===== src/idt_pkg.sv =====
// Shared types and constants of the identifier table with aging.
package idt_pkg;

	// Table geometry.
	localparam int ENTRIES = 64;
	localparam int IDX_W   = $clog2(ENTRIES);
	localparam int CNT_W   = $clog2(ENTRIES + 1);

	// Field widths of the channels.
	localparam int KEY_W     = 30;
	localparam int STAMP_W   = 32;
	localparam int TIMEOUT_W = 16;
	localparam int SLOT_W    = 6;
	localparam int COUNT_W   = 7;

	localparam logic [TIMEOUT_W-1:0] TIMEOUT_RESET = TIMEOUT_W'(300);

	// Item action codes.
	localparam logic ACT_OBSERVE = 1'b0;
	localparam logic ACT_SWEEP   = 1'b1;

	// One table entry as it travels around the ring.
	typedef struct packed {
		logic               valid;
		logic [KEY_W-1:0]   key;
		logic [STAMP_W-1:0] stamp;
	} entry_t;

endpackage


===== src/idt_ifs.sv =====
// Channel interfaces of the identifier table: item, result and configuration.
interface idt_req_if import idt_pkg::*; ();
	logic               valid;
	logic               ready;
	logic               action;
	logic [KEY_W-1:0]   vessel_id;
	logic [STAMP_W-1:0] now;

	modport source(output valid, action, vessel_id, now, input ready);
	modport sink(input valid, action, vessel_id, now, output ready);
endinterface

interface idt_rsp_if import idt_pkg::*; ();
	logic               valid;
	logic               ready;
	logic               found;
	logic               inserted;
	logic               full_res;
	logic [SLOT_W-1:0]  slot;
	logic [COUNT_W-1:0] removed_count;
	logic [COUNT_W-1:0] occupancy;

	modport source(output valid, found, inserted, full_res, slot, removed_count, occupancy,
		input ready);
	modport sink(input valid, found, inserted, full_res, slot, removed_count, occupancy,
		output ready);
endinterface

interface idt_cfg_if import idt_pkg::*; ();
	logic                 valid;
	logic                 ready;
	logic [TIMEOUT_W-1:0] data;

	modport source(output valid, data, input ready);
	modport sink(input valid, data, output ready);
endinterface


===== src/idt_cell.sv =====
// One storage cell of the entry ring: holds one entry and passes it on when the ring shifts.
module idt_cell import idt_pkg::*; (
	input  logic   clk,
	input  logic   arst_n,
	input  logic   shift,
	input  entry_t d,
	output entry_t q
);

	logic               valid_q;
	logic [KEY_W-1:0]   key_q;
	logic [STAMP_W-1:0] stamp_q;

	// The valid bit is control state and clears at reset.
	always_ff @(posedge clk or negedge arst_n) begin
		if (!arst_n) begin
			valid_q <= 1'b0;
		end else if (shift) begin
			valid_q <= d.valid;
		end
	end

	// Key and stamp only matter while the entry is valid.
	always_ff @(posedge clk) begin
		if (shift) begin
			key_q   <= d.key;
			stamp_q <= d.stamp;
		end
	end

	assign q = '{valid: valid_q, key: key_q, stamp: stamp_q};

endmodule


===== src/id_table_with_aging.sv =====
// Top level of the identifier table with aging: entry ring, scan sequencer and result register.
//
// Channel | Dir | Transfer moves
// --------+-----+---------------------------------------------------------------
// req     | in  | action, vessel_id, now
// rsp     | out | found, inserted, full_res, slot, removed_count, occupancy
// cfg     | in  | data (timeout_seconds)
//
// The entries sit in a ring of ENTRIES cells that rotates one place per cycle in the scan and
// fill states past one head position, where the compare, age check and write-back happen.
// A sweep, a hit or a full miss goes from the scan state to the wait state; an observe that
// inserts takes a fill pass in between, the second rotation writing the new entry.
// Reset clears all valid bits at once; no clearing pass is needed.
// A new item is taken once the result has moved to the output register, so a stalled
// result holds back at most the following item's completion, not its acceptance.
module id_table_with_aging import idt_pkg::*; (
	input  logic        clk,
	input  logic        arst_n,
	idt_req_if.sink     req,
	idt_rsp_if.source   rsp,
	idt_cfg_if.sink     cfg
);

	typedef enum logic [1:0] {
		S_IDLE,
		S_SCAN,
		S_FILL,
		S_WAIT
	} state_t;

	state_t               state_q;
	logic [IDX_W-1:0]     cnt_q;
	logic                 action_q;
	logic [KEY_W-1:0]     key_q;
	logic [STAMP_W-1:0]   now_q;
	logic [TIMEOUT_W-1:0] timeout_q;
	logic                 hit_q;
	logic [IDX_W-1:0]     hit_idx_q;
	logic                 free_q;
	logic [IDX_W-1:0]     free_idx_q;
	logic [CNT_W-1:0]     removed_q;
	logic [CNT_W-1:0]     occ_q;
	logic                 rsp_valid_q;

	entry_t               cell_q [ENTRIES];
	entry_t               head;
	entry_t               wb;
	logic                 shift;
	logic                 last;
	logic                 match;
	logic                 expire;
	logic [STAMP_W-1:0]   age;
	logic                 do_insert;
	logic                 inserted;
	logic [IDX_W-1:0]     res_idx;

	// Ring of cells: each takes its upper neighbor, the top cell takes the write-back.
	for (genvar i = 0; i < ENTRIES; i++) begin : g_cell
		entry_t d;
		if (i == ENTRIES - 1) begin : g_top
			assign d = wb;
		end else begin : g_mid
			assign d = cell_q[i+1];
		end
		idt_cell u_cell (
			.clk    (clk),
			.arst_n (arst_n),
			.shift  (shift),
			.d      (d),
			.q      (cell_q[i])
		);
	end

	// Head compare and age check for the entry whose index equals the step counter.
	assign head   = cell_q[0];
	assign shift  = (state_q == S_SCAN) || (state_q == S_FILL);
	assign last   = (cnt_q == IDX_W'(ENTRIES - 1));
	assign match  = head.valid && (head.key == key_q);
	assign age    = now_q - head.stamp;
	assign expire = head.valid && (age > STAMP_W'(timeout_q));

	// Write-back into the ring: refresh, expiry or the new entry.
	always_comb begin
		wb = head;
		if (state_q == S_SCAN) begin
			if (action_q == ACT_SWEEP) begin
				if (expire) begin
					wb.valid = 1'b0;
				end
			end else if (match) begin
				wb.stamp = now_q;
			end
		end else if (state_q == S_FILL && cnt_q == free_idx_q) begin
			wb = '{valid: 1'b1, key: key_q, stamp: now_q};
		end
	end

	// Result of the finished item.
	assign inserted = (action_q == ACT_OBSERVE) && !hit_q && free_q;
	assign do_insert = (state_q == S_FILL) && last;
	always_comb begin
		res_idx = '0;
		if (action_q == ACT_OBSERVE) begin
			if (hit_q) begin
				res_idx = hit_idx_q;
			end else if (free_q) begin
				res_idx = free_idx_q;
			end
		end
	end

	assign req.ready = (state_q == S_IDLE);
	assign cfg.ready = 1'b1;
	assign rsp.valid = rsp_valid_q;

	// Timeout register.
	always_ff @(posedge clk or negedge arst_n) begin
		if (!arst_n) begin
			timeout_q <= TIMEOUT_RESET;
		end else if (cfg.valid) begin
			timeout_q <= cfg.data;
		end
	end

	// Item capture, never reset.
	always_ff @(posedge clk) begin
		if (req.valid && req.ready) begin
			action_q <= req.action;
			key_q    <= req.vessel_id;
			now_q    <= req.now;
		end
	end

	// Sequencer, scan bookkeeping and result register.
	always_ff @(posedge clk or negedge arst_n) begin
		if (!arst_n) begin
			state_q     <= S_IDLE;
			cnt_q       <= '0;
			hit_q       <= 1'b0;
			hit_idx_q   <= '0;
			free_q      <= 1'b0;
			free_idx_q  <= '0;
			removed_q   <= '0;
			occ_q       <= '0;
			rsp_valid_q <= 1'b0;
		end else begin
			// The result register fills from the wait state and empties on a transfer.
			if (state_q == S_WAIT && (!rsp_valid_q || rsp.ready)) begin
				rsp_valid_q <= 1'b1;
			end else if (rsp.ready) begin
				rsp_valid_q <= 1'b0;
			end
			unique case (state_q)
				S_IDLE: begin
					if (req.valid) begin
						state_q   <= S_SCAN;
						cnt_q     <= '0;
						hit_q     <= 1'b0;
						free_q    <= 1'b0;
						removed_q <= '0;
					end
				end
				S_SCAN: begin
					if (action_q == ACT_SWEEP) begin
						if (expire) begin
							removed_q <= removed_q + CNT_W'(1);
							occ_q     <= occ_q - CNT_W'(1);
						end
					end else begin
						if (match) begin
							hit_q     <= 1'b1;
							hit_idx_q <= cnt_q;
						end
						if (!head.valid && !free_q) begin
							free_q     <= 1'b1;
							free_idx_q <= cnt_q;
						end
					end
					if (last) begin
						cnt_q <= '0;
						if (action_q == ACT_OBSERVE && !hit_q && !match
								&& (free_q || !head.valid)) begin
							state_q <= S_FILL;
						end else begin
							state_q <= S_WAIT;
						end
					end else begin
						cnt_q <= cnt_q + IDX_W'(1);
					end
				end
				S_FILL: begin
					if (do_insert) begin
						cnt_q   <= '0;
						occ_q   <= occ_q + CNT_W'(1);
						state_q <= S_WAIT;
					end else begin
						cnt_q <= cnt_q + IDX_W'(1);
					end
				end
				S_WAIT: begin
					if (!rsp_valid_q || rsp.ready) begin
						state_q <= S_IDLE;
					end
				end
				default: begin
					state_q <= S_IDLE;
				end
			endcase
		end
	end

	// Output payload, loaded as the result leaves the wait state.
	always_ff @(posedge clk) begin
		if (state_q == S_WAIT && (!rsp_valid_q || rsp.ready)) begin
			rsp.found         <= (action_q == ACT_OBSERVE) && hit_q;
			rsp.inserted      <= inserted;
			rsp.full_res      <= (action_q == ACT_OBSERVE) && !hit_q && !free_q;
			rsp.slot          <= SLOT_W'(res_idx);
			rsp.removed_count <= COUNT_W'(removed_q);
			rsp.occupancy     <= COUNT_W'(occ_q);
		end
	end

endmodule


===== src/flat_wrapper.sv =====
// flat-port wrapper written by rule: the top's interface ports become plain ports
module id_table_with_aging_flat import idt_pkg::*;
  (clk, arst_n, req_valid, req_action, req_vessel_id, req_now, req_ready, rsp_valid, rsp_found, rsp_inserted, rsp_full_res, rsp_slot, rsp_removed_count, rsp_occupancy, rsp_ready, cfg_valid, cfg_data, cfg_ready);
  idt_req_if req_i ();
  idt_rsp_if rsp_i ();
  idt_cfg_if cfg_i ();
  input  logic clk;
  input  logic arst_n;
  input wire logic [$bits(req_i.valid)-1:0] req_valid;
  input wire logic [$bits(req_i.action)-1:0] req_action;
  input wire logic [$bits(req_i.vessel_id)-1:0] req_vessel_id;
  input wire logic [$bits(req_i.now)-1:0] req_now;
  output wire logic [$bits(req_i.ready)-1:0] req_ready;
  output wire logic [$bits(rsp_i.valid)-1:0] rsp_valid;
  output wire logic [$bits(rsp_i.found)-1:0] rsp_found;
  output wire logic [$bits(rsp_i.inserted)-1:0] rsp_inserted;
  output wire logic [$bits(rsp_i.full_res)-1:0] rsp_full_res;
  output wire logic [$bits(rsp_i.slot)-1:0] rsp_slot;
  output wire logic [$bits(rsp_i.removed_count)-1:0] rsp_removed_count;
  output wire logic [$bits(rsp_i.occupancy)-1:0] rsp_occupancy;
  input wire logic [$bits(rsp_i.ready)-1:0] rsp_ready;
  input wire logic [$bits(cfg_i.valid)-1:0] cfg_valid;
  input wire logic [$bits(cfg_i.data)-1:0] cfg_data;
  output wire logic [$bits(cfg_i.ready)-1:0] cfg_ready;
  assign req_i.valid = req_valid;
  assign req_i.action = req_action;
  assign req_i.vessel_id = req_vessel_id;
  assign req_i.now = req_now;
  assign req_ready = req_i.ready;
  assign rsp_valid = rsp_i.valid;
  assign rsp_found = rsp_i.found;
  assign rsp_inserted = rsp_i.inserted;
  assign rsp_full_res = rsp_i.full_res;
  assign rsp_slot = rsp_i.slot;
  assign rsp_removed_count = rsp_i.removed_count;
  assign rsp_occupancy = rsp_i.occupancy;
  assign rsp_i.ready = rsp_ready;
  assign cfg_i.valid = cfg_valid;
  assign cfg_i.data = cfg_data;
  assign cfg_ready = cfg_i.ready;
  id_table_with_aging u_core (.clk(clk), .arst_n(arst_n), .req(req_i), .rsp(rsp_i), .cfg(cfg_i));
endmodule

===== config.mk =====
export PLATFORM = sky130hd
export DESIGN_NAME = id_table_with_aging_flat
export DESIGN_NICKNAME = d
export VERILOG_FILES = /design/src/idt_pkg.sv /design/src/idt_ifs.sv /design/src/idt_cell.sv /design/src/id_table_with_aging.sv /design/src/flat_wrapper.sv
export SDC_FILE = /design/constraint.sdc
export NUM_CORES = 2
export LEC_CHECK = 0
export BUFFER_PORTS_ARGS = -buffer_cell sky130_fd_sc_hd__buf_2
export CAP_MARGIN = 20
export CORE_ASPECT_RATIO = 1.4
export CORE_MARGIN = 2
export CORE_UTILIZATION = 59
export DETAILED_ROUTE_END_ITERATION = 8
export PLACE_DENSITY = 0.75
export SKIP_LAST_GASP = 1
export SYNTH_ARGS = -nofsm -noshare
export SYNTH_HDL_FRONTEND = slang
export SYNTH_SLANG_ARGS = --single-unit

===== constraint.sdc =====
create_clock -name clk -period 93 [get_ports clk]
set_input_delay 18.6 -clock clk [delete_from_list [all_inputs] [get_ports clk]]
set_output_delay 18.6 -clock clk [all_outputs]
set_load 0.03 [all_outputs]

==> impl_summary.log <==
[metrics] result of the run: complete, no violations
[metrics] largest net degree at the start of global routing: 225
[metrics] Horiz. Die Dim: 401.4 um
[metrics] pwr/cell area: 41.40 nW/um^2
[metrics] setup slack of the most critical reg-to-reg path: 86.57 ns
[metrics] number of DRC markers in iteration 0: 5590
[metrics] number of buffers created by CTS: 357
[metrics] count of flip-flops with a built-in enable after synthesis: 4054
[metrics] type of the worst setup path: reg -> out
[metrics] CTS HTree Levels: 5
[metrics] total wirelength of the detailed-routed design: 222200 um
[metrics] TritonCTS clock tree: done
[metrics] layout filler cell count: 12850
[metrics] routed length per placed instance: 25.72 um
[metrics] total gr overflow: 0
[metrics] Final Hold Violating Endpoints: 0
[metrics] highest cell delay on the worst timing path: 0.43 ns
[metrics] most common library cell in the layout ignoring fill and taps: sky130_fd_sc_hd__edfxtp_1
[metrics] worst path required time: 74.40 ns
[metrics] Post-CTS Hold Buffers: 0
[metrics] total global routing track utilization: 18.77%
[metrics] sink count of the clock tree: 4171
[metrics] Buf/Inv on CP: 2
[metrics] Final Wtd Congestion: 0.8131
[metrics] vias in the first global route: 48670
[metrics] YS warnings: 0
[metrics] clock-pin transition on the worst setup and hold timing paths: 0.07 ns
[metrics] sequential cell area fraction in the yosys report: 95.58%
[metrics] total power draw: 6.090 mW
[metrics] #FFs+latches synth: 4171
[metrics] LEAKAGE: 46.92 nW
[metrics] share of layout cells above drive strength 1: 14.15%
[metrics] postcts setup bufs: 0
[metrics] kind of start point of the critical path: register
[metrics] # port buffers: 108
[metrics] transition time at the pin with the least slew margin: 1.246 ns
[metrics] setup repair after global routing missed its margin: no
[metrics] ports placed on the boundary: 110
[metrics] count of TritonRoute iterations in the first routing pass: 5
[metrics] clock latency of the later-clocked register in the worst-skew pair: 0.89 ns
[metrics] HP Class: reg -> reg
[metrics] core area: 220300 sq um
[metrics] remaining max-slew budget at the tightest pin: 16.91%
[metrics] DIE AREA: 224900 sq um
[metrics] via total after detailed routing: 48330
[metrics] ratio of final minimum period to clock period: 21.99%
[metrics] Synth-to-Final Area Change: 12.79%
[metrics] VDD IR max: 0.06034 mV
[metrics] final setup TNS: 0 ns
[metrics] Max Clock Skew: 0.06354 ns
[metrics] number of slew-limit violations in the final report: 0
[metrics] most used flip-flop cell after synthesis: sky130_fd_sc_hd__edfxtp_1
[metrics] cells after synthesis: 4993
[metrics] highest fanout seen on the critical path: 7
[metrics] fraction of synthesis flops using an asynchronous set or reset pin: 2.805%
[metrics] vias per cell: 5.594
[metrics] Final Util: 66.79%
[metrics] Critical Path, Cell by Cell: inv_1 -> ha_4 -> buf_2
[metrics] number of antenna violations at the first check in global routing: 11
[metrics] CP max-delay cell: sky130_fd_sc_hd__dfrtp_1
[metrics] post-synthesis average cell area: 26.12 sq um
[metrics] maximum number of buffers from clock root to sink: 4
[metrics] max-capacitance violation count: 0
[metrics] post-cts gate resize count: 0
[metrics] root buffer cell: sky130_fd_sc_hd__clkbuf_16
[metrics] family with the most delay on the worst path: flip-flops
[metrics] remaining number of nets flagged by the antenna check after routing: 0
[metrics] post-synthesis instance area: 130400 sq um
[metrics] minimum period implied by the final worst setup slack: 20.45 ns
[metrics] first-pass GRT wire length: 316500 um
[metrics] setup violators final: 0
[metrics] Max Clk Rate: 48.91 MHz
[metrics] crit path DAT: 1.85 ns
[metrics] starting density of the core: 59.21%
[metrics] placement row count: 204
[metrics] capturing element type of the critical path: output port
[metrics] number of different library cells in the post-synthesis netlist: 67
[metrics] overall die height: 560.3 um
[metrics] fin nets: 5621
[metrics] HPWL after detailed placement: 83820 um
[metrics] remaining design rule violation count: 0
[metrics] highest-count cells in the layout ignoring fill and taps: 4054 x sky130_fd_sc_hd__edfxtp_1, 361 x sky130_fd_sc_hd__clkbuf_16, 113 x sky130_fd_sc_hd__dfrtp_1
[metrics] Post-Syn Nets: 5137
==> worst reg2reg max path: cells and delay by family, from the launching register on <==
kind / cells / cell delay [ns]
fa+ha+maj: 1 / 0.90
buf+inv: 7 / 4.72
flops: 1 / 0.43
==> through the flow <==
step	cells	setup WS [ns]	area, sq um	hold slack [ns]
after floorplan	4993	8.059	130400	0.4003
after global placement	7983	72.07	134800	0.4005
after detailed placement	7984	71.95	134800	0.4045
after CTS	8620	72.48	146600	0.3763
after global routing	8639	72.46	147100	0.3900
final	8640	72.55	147100	0.3806
==> cells by family (layout without fill, tap and decap cells) <==
family | after synthesis | count (layout) | share of synthesized area [%]
multiplexers | 128 | 128 | 1.107
AND/OR/NAND/NOR | 235 | 235 | 0.8576
other | 1 | 3 | 0.002875
XOR/XNOR | 59 | 59 | 0.3962
flip-flops | 4171 | 4171 | 95.58
AO/OA/AOI/OAI | 226 | 226 | 1.132
adder cells (fa/ha/maj) | 60 | 60 | 0.5871
buffers and inverters | 113 | 874 | 0.3367
==> metal layers <==
| metal | part of all wire, % | vias to the layer above | track usage [%] |
|---|---|---|---|
| met1 | 42 | 25390 | 27.67 |
| met2 | 50 | 1687 | 30.16 |
| met4 | 2.1 | 2 | 4.590 |
| li1 | - | 20950 | - |
| met5 | 0.0059 | - | 0 |
| met3 | 5.9 | 304 | 2.941 |
==> power by group <==
| group | switching (mW) | total (mW) | internal, mW |
|---|---|---|---|
| Clock | 0.699 | 1.55 | 0.853 |
| Sequential | 0.298 | 3.70 | 3.40 |
| Combinational | 0.718 | 0.839 | 0.121 |
| Total | 1.72 | 6.09 | 4.37 |
==> cell type report <==
type	count	area, sq um	area share (%)
multi-input combinational	709	5346	3.634
tap	2884	3608	2.453
clock buffer	417	9254	6.290
clock inverter	219	2521	1.714
timing repair buffer	166	1436	0.9764
sequential	4171	124700	84.74
inverter	72	272.8	0.1854
antenna	2	5.005	0.003402
==> cells in the mapped netlist, drive strengths merged (12+ instances only) <==
master / n / area (sq um)
a21oi: 59 / 306.5
buf: 12 / 58.81
clkbuf: 29 / 110.1
dfrtp: 113 / 2828
edfxtp: 4054 / 121700
ha: 58 / 725.7
inv: 72 / 270.3
mux2: 115 / 1314
mux2i: 13 / 130.1
nand2: 100 / 375.4
nand4: 28 / 187.7
nor2: 42 / 157.7
o21ai: 77 / 385.4
xnor2: 38 / 332.8
xor2: 21 / 183.9
==> sequential cells by signal, indices dropped and copies added, names as in the netlist, 2 cells and up <==
register	cells
u_core.cnt_q	6
u_core.free_idx_q	6
u_core.g_cell.u_cell.key_q	1920
u_core.g_cell.u_cell.stamp_q	2048
u_core.g_cell.u_cell.valid_q	64
u_core.hit_idx_q	6
u_core.key_q	30
u_core.now_q	32
u_core.occ_q	7
u_core.removed_q	7
u_core.rsp.occupancy	7
u_core.rsp.removed_count	7
u_core.rsp.slot	6
u_core.state_q	2
u_core.timeout_q	16
==> path summary, 6_finish.rpt <==
path | start | end | depth (start not counted)
max | u_core.state_q[0] | req_ready | 3
min | u_core.g_cell[56].u_cell.key_q[5] | u_core.g_cell[55].u_cell.key_q[5] | 0
max reg2reg | u_core.state_q[0] | u_core.g_cell[39].u_cell.stamp_q[3] | 8
min reg2reg | u_core.g_cell[56].u_cell.key_q[5] | u_core.g_cell[55].u_cell.key_q[5] | 0
max in group asynchronous | arst_n | u_core.g_cell[26].u_cell.valid_q | 2
min in group asynchronous | arst_n | u_core.hit_idx_q[3] | 1
Note: power is estimated with default switching activity, not from simulation.
